### src/rtl/core/acgt_pkg.sv
// Shared types and codes for the goal transition decoder.
`timescale 1ns / 1ps

package acgt_pkg;

   localparam int SEQ_FIELD_W = 32;

   typedef enum logic [1:0] {
      GS_EXECUTING = 2'd0,
      GS_CANCELING = 2'd1,
      GS_FINISHING = 2'd2,
      GS_NONE      = 2'd3
   } goal_state_type;

   typedef enum logic [1:0] {
      TS_UNSPEC    = 2'd0,
      TS_SUCCEEDED = 2'd1,
      TS_CANCELED  = 2'd2,
      TS_ABORTED   = 2'd3
   } term_status_type;

   typedef enum logic [1:0] {
      KIND_NOP  = 2'd0,
      KIND_DONE = 2'd1,
      KIND_ERR  = 2'd2
   } kind_type;

   typedef enum logic [2:0] {
      ERR_NONE        = 3'd0,
      ERR_CONTEXT     = 3'd1,
      ERR_NOT_ALLOWED = 3'd2,
      ERR_ALREADY     = 3'd3,
      ERR_UNKNOWN     = 3'd4
   } err_type;

   localparam logic [3:0] ACT_CANCEL_REQ    = 4'd0;
   localparam logic [3:0] ACT_FEEDBACK      = 4'd1;
   localparam logic [3:0] ACT_CANCEL_ACCEPT = 4'd2;
   localparam logic [3:0] ACT_CANCEL_REJECT = 4'd3;
   localparam logic [3:0] ACT_RESULT        = 4'd4;
   localparam logic [3:0] ACT_CANCEL_FAIL   = 4'd5;
   localparam logic [3:0] ACT_IGNORE_0      = 4'd6;
   localparam logic [3:0] ACT_IGNORE_1      = 4'd7;
   localparam logic [3:0] ACT_IGNORE_2      = 4'd8;
   localparam logic [3:0] ACT_IGNORE_3      = 4'd9;

   typedef struct packed {
      logic [SEQ_FIELD_W-1:0] expected_seq;
      logic [1:0]             end_status;
      logic                   res_wait;
      logic                   cancel_pending;
      logic [1:0]             goal_state;
   } context_type;

   typedef struct packed {
      logic [3:0]             action;
      logic [SEQ_FIELD_W-1:0] event_sequence;
      logic [1:0]             event_status;
      context_type            ctx;
   } request_type;

   typedef struct packed {
      err_type     error_code;
      kind_type    transition_kind;
      context_type ctx;
   } response_type;

endpackage

### src/rtl/core/acgt_decode.sv
// Combinational decode of one goal context and one client event.
`timescale 1ns / 1ps

module acgt_decode
   import acgt_pkg::*;
#(
   parameter int SEQ_WIDTH = 32
) (
   input  request_type  req,
   output response_type rsp
);

   localparam int EW = (SEQ_WIDTH < SEQ_FIELD_W) ? SEQ_WIDTH : SEQ_FIELD_W;

   logic          ctx_ok;
   logic [EW-1:0] seq_lo;
   logic [EW-1:0] seq_inc;
   logic          seq_match;
   logic          cancel_open;
   logic          result_fits;
   context_type   held;

   always_comb begin
      seq_lo    = req.ctx.expected_seq[EW-1:0];
      seq_inc   = seq_lo + EW'(1);
      seq_match = (req.event_sequence[EW-1:0] == seq_lo);

      held              = req.ctx;
      held.expected_seq = SEQ_FIELD_W'(seq_lo);

      ctx_ok = 1'b1;
      if (req.ctx.goal_state == GS_NONE) begin
         ctx_ok = 1'b0;
      end else if (req.ctx.cancel_pending && req.ctx.goal_state != GS_EXECUTING) begin
         ctx_ok = 1'b0;
      end else if (req.ctx.goal_state == GS_FINISHING) begin
         ctx_ok = !req.ctx.res_wait && req.ctx.end_status != TS_UNSPEC;
      end else begin
         ctx_ok = req.ctx.res_wait && req.ctx.end_status == TS_UNSPEC;
      end

      cancel_open = (req.ctx.goal_state == GS_EXECUTING) && req.ctx.cancel_pending;
      result_fits =
         (req.ctx.goal_state == GS_EXECUTING &&
          (req.event_status == TS_SUCCEEDED || req.event_status == TS_ABORTED)) ||
         (req.ctx.goal_state == GS_CANCELING &&
          (req.event_status == TS_CANCELED || req.event_status == TS_ABORTED));

      rsp.ctx             = held;
      rsp.transition_kind = KIND_NOP;
      rsp.error_code      = ERR_NONE;

      if (!ctx_ok) begin
         rsp.transition_kind = KIND_ERR;
         rsp.error_code      = ERR_CONTEXT;
      end else begin
         unique case (req.action)
            ACT_CANCEL_REQ: begin
               if (req.ctx.goal_state != GS_EXECUTING) begin
                  rsp.transition_kind = KIND_ERR;
                  rsp.error_code      = ERR_NOT_ALLOWED;
               end else if (req.ctx.cancel_pending) begin
                  rsp.transition_kind = KIND_ERR;
                  rsp.error_code      = ERR_ALREADY;
               end else begin
                  rsp.transition_kind    = KIND_DONE;
                  rsp.ctx.cancel_pending = 1'b1;
               end
            end
            ACT_FEEDBACK: begin
               if (req.ctx.goal_state != GS_FINISHING && seq_match) begin
                  rsp.transition_kind  = KIND_DONE;
                  rsp.ctx.expected_seq = SEQ_FIELD_W'(seq_inc);
               end
            end
            ACT_CANCEL_ACCEPT: begin
               if (cancel_open) begin
                  rsp.transition_kind    = KIND_DONE;
                  rsp.ctx.goal_state     = GS_CANCELING;
                  rsp.ctx.cancel_pending = 1'b0;
               end
            end
            ACT_CANCEL_REJECT: begin
               if (cancel_open) begin
                  rsp.transition_kind    = KIND_DONE;
                  rsp.ctx.cancel_pending = 1'b0;
               end
            end
            ACT_RESULT: begin
               if (result_fits) begin
                  rsp.transition_kind    = KIND_DONE;
                  rsp.ctx.goal_state     = GS_FINISHING;
                  rsp.ctx.cancel_pending = 1'b0;
                  rsp.ctx.res_wait       = 1'b0;
                  rsp.ctx.end_status     = req.event_status;
               end
            end
            ACT_CANCEL_FAIL: begin
               if (cancel_open) begin
                  rsp.transition_kind    = KIND_DONE;
                  rsp.ctx.cancel_pending = 1'b0;
               end else begin
                  rsp.transition_kind = KIND_ERR;
                  rsp.error_code      = ERR_NOT_ALLOWED;
               end
            end
            ACT_IGNORE_0, ACT_IGNORE_1, ACT_IGNORE_2, ACT_IGNORE_3: begin
               rsp.transition_kind = KIND_NOP;
            end
            default: begin
               rsp.transition_kind = KIND_ERR;
               rsp.error_code      = ERR_UNKNOWN;
            end
         endcase
      end
   end

endmodule

### src/rtl/core/action_client_goal_transition.sv
// Top level: registered goal transition decoder with stream ports.
//
//  channel  | dir | tdata (low bit up)                         | tuser (low bit up)
//  ---------+-----+--------------------------------------------+----------------------------
//  req_     | in  | event_sequence 32, event_status 2,         | action 4
//           |     | cur_goal_state 2, cur_cancel_pending 1,    |
//           |     | cur_res_wait 1, cur_end_status 2,          |
//           |     | cur_expected_seq 32                        |
//  rsp_     | out | next_goal_state 2, next_cancel_pending 1,  | transition_kind 2,
//           |     | next_res_wait 1, next_end_status 2,        | error_code 3
//           |     | next_expected_seq 32, zero pad 2           |
//
// One item per cycle while the result is not stalled; a taken item goes to the input register,
// which feeds the decode, and the decode loads the result register once it is free or being read.
// Reset clears both valid flags; no state survives between items.
// A stalled result holds the result register, and the input register keeps
// taking items until it too is full.
`timescale 1ns / 1ps

module action_client_goal_transition
   import acgt_pkg::*;
#(
   parameter int SEQ_WIDTH = 32
) (
   input  logic        clock,
   input  logic        reset,
   input  logic        req_tvalid,
   output logic        req_tready,
   input  logic [71:0] req_tdata,  // event_sequence, event_status, cur_goal_state,
                                   // cur_cancel_pending, cur_res_wait,
                                   // cur_end_status, cur_expected_seq
   input  logic [3:0]  req_tuser,  // action
   output logic        rsp_tvalid,
   input  logic        rsp_tready,
   output logic [39:0] rsp_tdata,  // next_goal_state, next_cancel_pending,
                                   // next_res_wait, next_end_status,
                                   // next_expected_seq, zero pad
   output logic [4:0]  rsp_tuser   // transition_kind, error_code
);

   logic         in_valid_ff;
   logic         in_valid_in;
   request_type  in_data_ff;
   logic         out_valid_ff;
   logic         out_valid_in;
   response_type out_data_ff;
   response_type dec_rsp;
   logic         out_load;

   assign out_load   = in_valid_ff && (!out_valid_ff || rsp_tready);
   assign req_tready = !in_valid_ff || out_load;

   always_comb begin
      in_valid_in  = req_tready ? req_tvalid : in_valid_ff;
      out_valid_in = out_valid_ff && !rsp_tready;
      if (out_load) begin
         out_valid_in = 1'b1;
      end
   end

   acgt_decode #(
      .SEQ_WIDTH(SEQ_WIDTH)
   ) u_decode (
      .req(in_data_ff),
      .rsp(dec_rsp)
   );

   always_ff @(posedge clock) begin
      if (reset) begin
         in_valid_ff  <= 1'b0;
         out_valid_ff <= 1'b0;
      end else begin
         in_valid_ff  <= in_valid_in;
         out_valid_ff <= out_valid_in;
      end
   end

   always_ff @(posedge clock) begin
      if (req_tvalid && req_tready) begin
         in_data_ff.action                  <= req_tuser;
         in_data_ff.event_sequence          <= req_tdata[31:0];
         in_data_ff.event_status            <= req_tdata[33:32];
         in_data_ff.ctx.goal_state          <= req_tdata[35:34];
         in_data_ff.ctx.cancel_pending      <= req_tdata[36];
         in_data_ff.ctx.res_wait            <= req_tdata[37];
         in_data_ff.ctx.end_status          <= req_tdata[39:38];
         in_data_ff.ctx.expected_seq        <= req_tdata[71:40];
      end
      if (out_load) begin
         out_data_ff <= dec_rsp;
      end
   end

   assign rsp_tvalid = out_valid_ff;
   assign rsp_tdata  = {2'b00,
                        out_data_ff.ctx.expected_seq,
                        out_data_ff.ctx.end_status,
                        out_data_ff.ctx.res_wait,
                        out_data_ff.ctx.cancel_pending,
                        out_data_ff.ctx.goal_state};
   assign rsp_tuser  = {out_data_ff.error_code, out_data_ff.transition_kind};

endmodule

### config.mk
export PLATFORM = sky130hd
export DESIGN_NAME = action_client_goal_transition
export DESIGN_NICKNAME = d
export VERILOG_FILES = /design/src/rtl/core/acgt_pkg.sv /design/src/rtl/core/acgt_decode.sv /design/src/rtl/core/action_client_goal_transition.sv
export SDC_FILE = /design/constraint.sdc
export NUM_CORES = 1
export LEC_CHECK = 0
export BUFFER_PORTS_ARGS = -buffer_cell sky130_fd_sc_hd__buf_2
export CORE_MARGIN = 2
export CORE_UTILIZATION = 40
export CTS_BUF_LIST = sky130_fd_sc_hd__clkbuf_4
export DETAILED_ROUTE_END_ITERATION = 10
export RECOVER_POWER = 50
export SKIP_CTS_REPAIR_TIMING = 1
export SYNTH_ARGS = -nofsm -noshare
export SYNTH_HDL_FRONTEND = slang
export SYNTH_SLANG_ARGS = --single-unit
export TNS_END_PERCENT = 50
### constraint.sdc
create_clock -name clock -period 3.4 [get_ports clock]
set_clock_uncertainty 0.05 [all_clocks]
set_input_delay 0.17 -clock clock [delete_from_list [all_inputs] [get_ports clock]]
set_output_delay 0.17 -clock clock [all_outputs]
set_load 0.05 [all_outputs]
# [After elaboration in Yosys (flattened, before gate mapping)]
# Cells that the tools add are included.
[totals] ff_bits=121 latch_bits=0 ramBits=0 rom_bits=0 output_inout_bits=47 mem_count=0
[classes] add_sub_neg=1 mul=0 div=0 magnitude_cmp=0 n_eq_ne=17 shift=0 n_mux=23 bitwise_logic=0 n_reduce_logical=28
[op_table] op="two-way mux 38 bit" count=1
[op_table] op="two-way mux 33 bit" count=1
[op_table] op="adder 32 x 1 -> 32 bit, second input constant" count=1
[op_table] op="equality test 32 bit" count=1
[op_table] op="two-way mux 32 bit" count=1
[op_table] op="equality test 4 x 3 -> 1 bit, second input constant" count=4
[op_table] op="case mux 2 bit (6 select lines)" count=1
[op_table] op="logical AND 1 bit" count=10
[op_table] op="case mux 3 bit (3 select lines)" count=1
[op_table] op="equality test 2 bit, second input constant" count=4
[op_table] op="equality test 4 x 2 -> 1 bit, second input constant" count=2
[op_table] op="equality test 4 bit, second input constant" count=2
[op_table] op="two-way mux 1 bit" count=8
[op_table] op="two-way mux 2 bit" count=4
[op_table] op="OR reduction 8 bit" count=1
[op_table] op="two-way mux 3 bit" count=2
[op_table] op="two-way mux 6 bit" count=1
[op_table] op="logical OR 1 bit" count=5
[op_table] op="equality test 2 x 1 -> 1 bit, second input constant" count=2
[op_table] op="equality test 4 x 1 -> 1 bit, second input constant" count=1
[op_table] op="logical NOT 1 bit" count=4
[op_table] op="logical NOT 2 bit" count=2
[op_table] op="logical NOT 4 bit" count=1
[op_table] op="two-way mux 4 bit" count=1
[op_table] op="6 further kinds" count=8

# [Longest topological paths before layout]
# Gate-level depths: netlist (run 1).
[depth] ltp_word=7 depth_mapped=8 ltp_nobuf=6

# [Cells and area by module]
# A second synthesis (run 1) with hierarchy kept.
[unflattened] cells_unflattened=322 area_unflattened_um2=5008.6
[by_module_without_submodules] module="action_client_goal_transition" n_inst=1 cells_each=132 area_per_inst_um2=3696.0 seq_area_each_um2=3613.5
[by_module_without_submodules] module="acgt_decode" n_inst=1 cells_each=190 area_per_inst_um2=1312.5 seq_area_each_um2=0.0

# [Least setup slack after synthesis (run 1)]
# Ideal clock, no wire load.
[synth_timing] path_type="register -> register" startpoint="reg out_valid_ff, in the netlist rsp_tvalid" endpoint="reg in_data_ff[0] (netlist bit), enable pin" arrival_time_ps=2926 setup_slack_ps=-18 path_stages_with_launch=4 path_buffers=0 synth_period_minus_slack_ps=3418 path_cell_list="dfxtp_1 nor2b_1 nand2_1 and2_1"
[synth_between] elab_chain_len=5
[synth_rtl] element="from (decl)" line="action_client_goal_transition.sv:44" source="logic out_valid_ff;"
[synth_rtl] element="from (signal assigned)" line="action_client_goal_transition.sv:74" source="out_valid_ff <= out_valid_in;"
[synth_rtl] element="logical NOT 1 bit" line="action_client_goal_transition.sv:50" source="assign out_load = in_valid_ff && (!out_valid_ff || rsp_tready);"
[synth_rtl] element="logical OR 1 bit" line="action_client_goal_transition.sv:50"
[synth_rtl] element="logical AND 1 bit" line="action_client_goal_transition.sv:50"
[synth_rtl] element="logical OR 1 bit" line="action_client_goal_transition.sv:51" source="assign req_tready = !in_valid_ff || out_load;"
[synth_rtl] element="via req_tready" line="action_client_goal_transition.sv:28" source="output logic req_tready,"
[synth_rtl] element="logical AND 1 bit" line="action_client_goal_transition.sv:79" source="if (req_tvalid && req_tready) begin"
[synth_rtl] element="to (decl)" line="action_client_goal_transition.sv:43" source="request_type in_data_ff;"
# The timed path passes the listed nets, and every way through them passes these cells.
# A chain may end at the register's enable or synchronous reset.

==> results_dict.tcl, run 1 <==
set metrics [dict create \
    setup_viol_count_final 0 \
    dr_total_vias 3706 \
    powerDensity_mw_per_mm2 493 \
    slew_violations 0 \
    synth_seq_cells 121 \
    core_mm2 0.0126 \
    hpwl_um 8130 \
    io_pins 127 \
    drc 0 \
    routed_wl_um 12500 \
    die_y_um 117 \
    min_period_ns 2.73 \
    leakage_uw 0.00249 \
    grtUsageMet1 0.232 \
    antenna_found_initial 1 \
    grt_use_met3 0.0457 \
    gp_congestion 0.844 \
    avgRoutedWirePerCell_um 16.5 \
    overflow 0 \
    grt_use_met2 0.246 \
    path_clk_slew_ns 0.12 \
    synth_cells 354 \
    drt_first_pass_iters 7 \
    hp-class "input port to register" \
    fp.dieW_um 117 \
    drv_cap 0 \
    worstPathArrival_ns 2.96 \
    startpoint_type "register" \
    nNetsFinal 654 \
    rrSetupSlack_ns 0.67 \
    num_rows 41 \
    cts_tree "built" \
    ant_nets 0 \
    fin_tns_setup_ns 0 \
    hold_violations 0 \
    synth_top_cell_area_share 0.696 \
    io_buffer_count 124 \
    final_layout_size_suffix_gt1_frac 0.193 \
    cts.sinks 121 \
    yosysWarnings 0 \
    cp.required_ns 3.64 \
    synth-edff-count 119 \
    syn_area_mm2 0.00513 \
    drtIter0Drc 314 \
    worst_pin_slew_ns 1.26 \
    first_global_vias 3212 \
    ys_seq_area_frac 0.704 \
    synthTopCellsByArea "edfxtp_1, xnor2_1, xor2_1" \
    power_uw 3480 \
    criticalPathCategory "register to register" \
    synthFlopType "edfxtp_1" \
    rsz0062_at_grt "no" \
    crit_path_end_kind "register" \
    synthArstFlopShare 0 \
    start_util 0.409 \
    period_share 0.802 \
    htreeDepth 4 \
    vias_per_cell 4.88 \
    grt_first_pass_wirelength_um 17200 \
    busiest_layer "met2" \
    die_area_mm2 0.0138 \
    cts_made_buffers 17 \
    ys_types 42 \
    grtUsageTotal 0.167 \
    cts_root_buffer "clkbuf_4" \
    clock_path_buffers 2 \
    vdd_drop_max_mv 0.292 \
    clk_latency_ns 0.54 \
    syn-mean-instance-area_um2 14.5 \
    status "completed" \
    slew_headroom 0.156 \
    crit_fanout 13 \
    max_freq_mhz 367 \
    grt_max_degree 77 \
    synth_area_leader_cell "edfxtp_1" \
    syn2layout_area_growth_pct 37.6 \
]
area by class of cell:
cell class              instances  area (um^2)
inverters                       7         26.3
diodes                          1         2.50
clock inverters                14          244
flip-flops and latches        121         3610
well taps                     172          215
multi-input cells             218         1450
repair buffers                208         1380
fillers                      1060         5500
clock buffers                  18          135
where the power goes:
group | internal, uW | switching, uW | leakage (uW) | total [uW]
clock network | 747 | 575 | 0.000195 | 1320
registers | 1730 | 65.2 | 0.00116 | 1800
logic | 155 | 208 | 0.00114 | 363
placed cells by master (no fill, tap or decap), types with 7 or more instances in the layout:
| cell type | count |
|---|---|
| clkbuf_1 | 55 |
| xnor2_1 | 40 |
| buf_2 | 70 |
| nor2_1 | 28 |
| xor2_1 | 24 |
| edfxtp_1 | 119 |
| nand2_1 | 22 |
| clkbuf_4 | 18 |
| nand4_1 | 19 |
| nor3_1 | 11 |
| nand3_1 | 11 |
| dlygate4sd3_1 | 80 |
| a21oi_1 | 7 |
| nor4_1 | 8 |
| inv_1 | 7 |
state kept, by name, summed over array words and instances, names as in the netlist:
name / count
in_data_ff: 76
rsp_tuser: 5
rsp_tvalid: 1
in_valid_ff: 1
rsp_tdata: 38
worst max-delay path, cell delays in order (launching register included):
cell,delay (ns)
edfxtp_1,0.50
xnor2_1,0.18
nand4_1,0.20
nor4_1,0.49
nand4_1,0.14
buf_4,0.22
or4_1,0.56
xnor2_1,0.14
Yosys cell counts (2+ instances only):
master / count
or2_2: 2
nand3b_1: 2
buf_4: 2
a21oi_1: 7
clkbuf_1: 3
and4_1: 2
nand4_1: 19
nor2b_1: 6
xnor2_1: 40
nor4_1: 8
a21o_1: 2
xor2_1: 24
nor3_1: 11
nand3_1: 11
buf_2: 3
a31oi_1: 2
or4_1: 4
dfxtp_1: 2
nor2_1: 28
o21ai_0: 3
mux2_2: 2
edfxtp_1: 119
inv_1: 7
nand2b_1: 3
nand2_1: 22
nor4b_1: 3
and2_1: 2
cell families after synthesis:
logic type | after synthesis | synth area share
XOR/XNOR | 64 | 0.109
adder cells (fa/ha/maj) | 1 | 0.00244
AND/OR/NAND/NOR | 132 | 0.145
flip-flops | 121 | 0.704
AO/OA/AOI/OAI | 17 | 0.0192
other | 1 | 0.000730
multiplexers | 2 | 0.00439
buffers and inverters | 16 | 0.0153
worst paths after layout:
path,startpoint,end,depth (start not counted)
min,req_tdata[38],in_data_ff[4],2
max reg2reg,in_data_ff[34],rsp_tdata[30],7
max,in_data_ff[34],rsp_tdata[30],7
min reg2reg,in_data_ff[39],rsp_tdata[5],1
per-stage QoR:
step	setup WS [ns]	area, um^2	utilization	instances	hold WS (ns)
detailed placement	0.691	5960	0.474	646	0.296
finish	0.675	7070	0.562	759	0.283
global route	0.451	7070	0.562	759	0.247
global placement	0.708	5960	0.474	646	0.294
floorplan	0.261	5140	-	355	0.192
CTS	0.663	6340	0.505	678	-0.304
per-layer routing:
| layer | wire (um) | share of wire |
|---|---|---|
| met4 | 242 | 0.019 |
| met3 | 782 | 0.063 |
| met5 | 0 | 0 |
| met2 | 5950 | 0.48 |
| met1 | 5540 | 0.44 |
(Power assumes the default switching activity.)
==> run 2, diff against run 1 <==
==> constraint.sdc (replaced) <==
create_clock -name clock -period 2.7 [get_ports clock]
set_clock_uncertainty 0.05 [all_clocks]
set_input_delay 0.135 -clock clock [delete_from_list [all_inputs] [get_ports clock]]
set_output_delay 0.135 -clock clock [all_outputs]
set_load 0.05 [all_outputs]
==> run 2 against run 1 <==
  * Count of clock-buffer cells in the layout is 1 lower
  * Global-route usage hardly changed
  * First-iteration DRC count is 18% lower
  * Hold slack got worse by 0.024 ns
  * Fmax up 7.4%
  * Combinational power increased by 32%
  * Non-clock buffer count up 9
  * Critical path type unchanged
  * Largest cell class unchanged
  * Largest power group unchanged
==> results_dict.tcl, run 2 (synthesis gave the netlist of run 1 again) <==
set metrics [dict create \
    core_mm2 0.0126 \
    overflow 0 \
    routed_wl_um 12400 \
    period_share 0.940 \
    clock_path_buffers 2 \
    regMostFlops "in_data_ff" \
    worst_pin_slew_ns 1.16 \
    htreeDepth 4 \
    cts.sinks 121 \
    r2r_cells 6 \
    cpMostUsedCell "nor4_1" \
    die_area_mm2 0.0138 \
    clk_latency_ns 0.52 \
    fillers 1059 \
    mostFrequentLayoutCells "edfxtp_1, dlygate4sd3_1, buf_2" \
    largest_reg_flops 76 \
    avgRoutedWirePerCell_um 16.1 \
    hp-class "input port to register" \
    fin_ws_ns 0.162 \
    min-delay-start "req_tdata[55]" \
    topRoutingLayerUsed "met4" \
    p_clk_frac 0.330 \
    vias_per_cell 4.75 \
    crit_fanout 8 \
    multiInputGateArea_mm2 0.00148 \
    grt_first_pass_wirelength_um 17500 \
    pwr-share-comb 0.117 \
    first_global_vias 3304 \
    hold_violations 0 \
    rrSetupSlack_ns 0.16 \
    min_period_ns 2.54 \
    cts_made_buffers 17 \
    holdPathEnd "in_data_ff[21]" \
    slowest_stage "edfxtp_1" \
    setup_viol_count_final 0 \
    ant_nets 0 \
    drc 0 \
    hold_depth 2 \
    worstPathArrival_ns 2.75 \
    die_y_um 117 \
    switching_share 0.258 \
    drt_first_pass_iters 5 \
    syn2layout_area_growth_pct 38.3 \
    cp.required_ns 2.91 \
    cell_internal_pwr_uw 3030 \
    mostFrequentLayoutCell "edfxtp_1" \
    r2r_start "in_data_ff[75]" \
    preCtsSetupSlack_ns 0.174 \
    grt_max_degree 67 \
    drv_cap 0 \
    seq_area_mm2 0.00361 \
    io_buffer_count 124 \
    met3_length_um 723 \
    rsz0062_at_grt "no" \
    pwr-share-seq 0.552 \
    io_pins 127 \
    status "completed" \
    leakage_uw 0.00252 \
    cts_tree "built" \
    final_layout_size_suffix_gt1_frac 0.208 \
    slew_violations 0 \
    critPathMaxStageDelay_ns 0.53 \
    grtUsageTotal 0.167 \
    gp_congestion 0.838 \
    slew_headroom 0.224 \
    fp.dieW_um 117 \
    dr_total_vias 3651 \
    powerDensity_mw_per_mm2 575 \
    max_freq_mhz 394 \
    nNetsFinal 663 \
    antenna_found_initial 1 \
    switchingPower_uw 1050 \
    hpwl_um 8150 \
    start_util 0.409 \
    path_clk_slew_ns 0.12 \
    crit_path_end_kind "register" \
    post-route-util 0.565 \
    placed_cells 654 \
    startpoint_type "register" \
    dr_wl_met2_um 6040 \
    crit_chain "nor4b_4, nand4_1, nor4_1, or3b_1, nor4_1, xor2_1" \
    vdd_drop_max_mv 0.387 \
    cts_root_buffer "clkbuf_4" \
    drtIter0Drc 258 \
    criticalPathCategory "register to register" \
    num_rows 41 \
    reg2reg_to "rsp_tdata[21]" \
    drt-met1-wl_um 5520 \
    final_cells 768 \
]
run 2: changes by cell type in the layout (fill, tap and decap cells not counted), moves of 2 or more:
cell / previous run / this run
buf_4: 3 / 11
bufinv_16: 6 / 3
clkinv_1: 1 / 3
nor4_1: 8 / 6
run 2: power by group through the flow:
stage	Sequential (uW)	Combinational, uW	Clock, uW
after floorplan	2380	156	0
after detailed placement	2300	396	0
after global routing	2270	514	1470
after CTS	2250	398	1380
final	2260	479	1350
after global placement	2290	394	0
run 2: area by class of cell:
class	count	share of cell area
repair buffers	217	0.206
well taps	172	0.0303
flip-flops and latches	121	0.509
multi-input cells	218	0.209
diodes	1	0.000352
clock buffers	17	0.0180
clock inverters	15	0.0247
inverters	7	0.00370
run 2: worst max path at each step:
stage,startpoint,end,slack [ns],cells past startpoint
finish,in_data_ff[75],rsp_tdata[21],0.16,6
floorplan,rsp_tvalid,rsp_tdata[0],-0.44,2
global placement,in_data_ff[28],rsp_tdata[30],0.16,6
global route,in_data_ff[75],rsp_tdata[21],0.01,6
CTS,in_data_ff[1],rsp_tdata[21],0.16,5
detailed placement,in_data_ff[1],rsp_tdata[21],0.17,5
run 2: stage by stage:
step                      hold WS [ns]  total power, uW  setup TNS, ns  area, um^2
after global routing             0.209             4250              0        7100
after global placement           0.259             2690              0        6030
after CTS                       -0.323             4030              0        6340
after detailed placement         0.262             2690              0        6030
after floorplan                  0.157             2530         -18.90        5140
final                            0.259             4080              0        7100
run 2: layer usage:
layer,GRT usage,vias up
met5,0,-
met4,0.0557,0
li1,-,1771
met2,0.260,126
met1,0.226,1748
met3,0.0506,6
run 2: worst max-delay path, delay by kind of cell, from the launching register on:
kind / cells / cell delay (ns)
simple gates: 5 / 1.57
flops: 1 / 0.53
xor+xnor: 1 / 0.14
==> run 3, diff against run 2 <==
--- a/config.mk
+++ b/config.mk
@@ -6,10 +6,13 @@
 export NUM_CORES = 1
 export LEC_CHECK = 0
 export BUFFER_PORTS_ARGS = -buffer_cell sky130_fd_sc_hd__buf_2
+export CELL_PAD_IN_SITES_DETAIL_PLACEMENT = 0
+export CELL_PAD_IN_SITES_GLOBAL_PLACEMENT = 1
 export CORE_MARGIN = 2
 export CORE_UTILIZATION = 40
 export CTS_BUF_LIST = sky130_fd_sc_hd__clkbuf_4
 export DETAILED_ROUTE_END_ITERATION = 10
+export PLACE_DENSITY_LB_ADDON = 0.1
 export RECOVER_POWER = 50
 export SKIP_CTS_REPAIR_TIMING = 1
 export SYNTH_ARGS = -nofsm -noshare
==> run 3 against run 2 <==
  * Sequential share of layout area barely moved
  * Non-clock buffer count did not move
  * First-iteration DRC count rose by 5.8%
  * Worst setup slack got worse by 0.028 ns
  * Via count fell by 1.4%
  * Wire length barely moved
  * Utilization barely moved
  * Combinational power barely moved
  * Global-route usage rose by 0.69 points
  * Sequential cell count did not move
  * Fmax fell by 1.1%
  * Largest cell class unchanged
==> results_dict.tcl, run 3 (synthesis gave the netlist of run 1 again) <==
set metrics [dict create \
    rrSetupSlack_ns 0.13 \
    slew_headroom 0.0201 \
    clock_path_buffers 2 \
    mostFrequentLayoutCell "edfxtp_1" \
    crit_fanout 5 \
    ant_nets 0 \
    cts.sinks 121 \
    period_share 0.950 \
    num_rows 41 \
    hpwl_um 8400 \
    hold_depth 2 \
    antenna_found_initial 0 \
    power_uw 4130 \
    startpoint_type "register" \
    post-route-util 0.565 \
    start_util 0.409 \
    worst_pin_slew_ns 1.47 \
    grt_first_pass_wirelength_um 17900 \
    regMostFlops "in_data_ff" \
    antenna_cells 0 \
    avgRoutedWirePerCell_um 16.1 \
    hold_ws_ns 0.257 \
    dr_total_vias 3600 \
    leakage_uw 0.00252 \
    die_y_um 117 \
    vias_per_cell 4.69 \
    drt_first_pass_iters 5 \
    min_period_ns 2.57 \
    cts_made_buffers 17 \
    worstPathArrival_ns 2.77 \
    drc 0 \
    vdd_drop_max_mv 0.353 \
    status "completed" \
    cp.required_ns 2.91 \
    hold_violations 0 \
    crit_path_end_kind "register" \
    powerDensity_mw_per_mm2 581 \
    fin_tns_setup_ns 0 \
    max_freq_mhz 390 \
    setup_viol_count_final 0 \
    die_area_mm2 0.0138 \
    drv_cap 0 \
    grt_max_degree 48 \
    largest_reg_flops 76 \
    holdPathEnd "in_data_ff[37]" \
    htreeDepth 4 \
    min-delay-start "req_tdata[71]" \
    mostFrequentLayoutCells "edfxtp_1, dlygate4sd3_1, buf_2" \
    path_clk_slew_ns 0.10 \
    cts_tree "built" \
    overflow 0 \
    r2r_cells 7 \
    gp_congestion 0.860 \
    fp.dieW_um 117 \
    clk_latency_ns 0.52 \
    drtIter0Drc 273 \
    nNetsFinal 663 \
    grtUsageTotal 0.174 \
    rsz0062_at_grt "no" \
    io_pins 127 \
    io_buffer_count 124 \
    r2r_start "in_data_ff[17]" \
    syn2layout_area_growth_pct 38.4 \
    routed_wl_um 12400 \
    slew_violations 0 \
    core_mm2 0.0126 \
    criticalPathCategory "register to register" \
    hp-class "input port to register" \
    final_layout_size_suffix_gt1_frac 0.207 \
    first_global_vias 3261 \
    cts_root_buffer "clkbuf_4" \
    reg2reg_to "rsp_tdata[37]" \
]
run 3: cell types whose count changed in the layout (fill, tap and decap cells not counted), sizes merged:
cell / change
clkinv: -1
clkbuf: +1
inv: -2
clkinvlp: +1
bufinv: +1
dlygate4sd3: -1
diode: -1
buf: +1
run 3: per-layer routing:
metal | routed length (um) | up-vias | GRT usage
li1 | - | 1779 | -
met1 | 5710 | 1686 | 0.234
met2 | 5950 | 124 | 0.269
met3 | 575 | 11 | 0.0516
met4 | 138 | 0 | 0.0655
met5 | 0 | - | 0
run 3: final cells by class:
type	instances	area (um^2)
clock inverters	14	179
inverters	7	26.3
multi-input cells	218	1480
repair buffers	217	1460
flip-flops and latches	121	3610
clock buffers	18	135
well taps	172	215
fillers	1080	5460
run 3: where the power goes:
group	leakage [uW]	internal, uW	switching (uW)
clock network	0.000165	735	665
logic	0.00120	205	274
registers	0.00116	2180	72.5
run 3: worst max path at each step:
stage,cells after the start,slack (ns),start,to
3_5_place_dp,6,0.06,in_data_ff[9],rsp_tdata[37]
5_1_grt,4,0.03,rsp_tvalid,in_data_ff[50]
6_report,7,0.13,in_data_ff[17],rsp_tdata[37]
2_1_floorplan,2,-0.44,rsp_tvalid,rsp_tdata[0]
3_3_place_gp,6,0.05,in_data_ff[9],rsp_tdata[37]
4_1_cts,6,0.02,in_data_ff[9],rsp_tdata[37]
run 3: stage by stage:
stage          setup WS (ns)  std cells  instance area [um^2]
2_1_floorplan         -0.439        355                  5140
3_3_place_gp          0.0545        656                  6050
3_5_place_dp          0.0576        656                  6050
4_1_cts               0.0173        688                  6360
5_1_grt               0.0336        767                  7100
6_report               0.134        767                  7100
run 3: critical path: stages (launching register included):
cell,delay (ns)
edfxtp_1,0.46
xnor2_1,0.34
nand4_1,0.18
nor4_1,0.39
nand4_1,0.20
buf_4,0.21
nor4_1,0.32
xor2_1,0.14
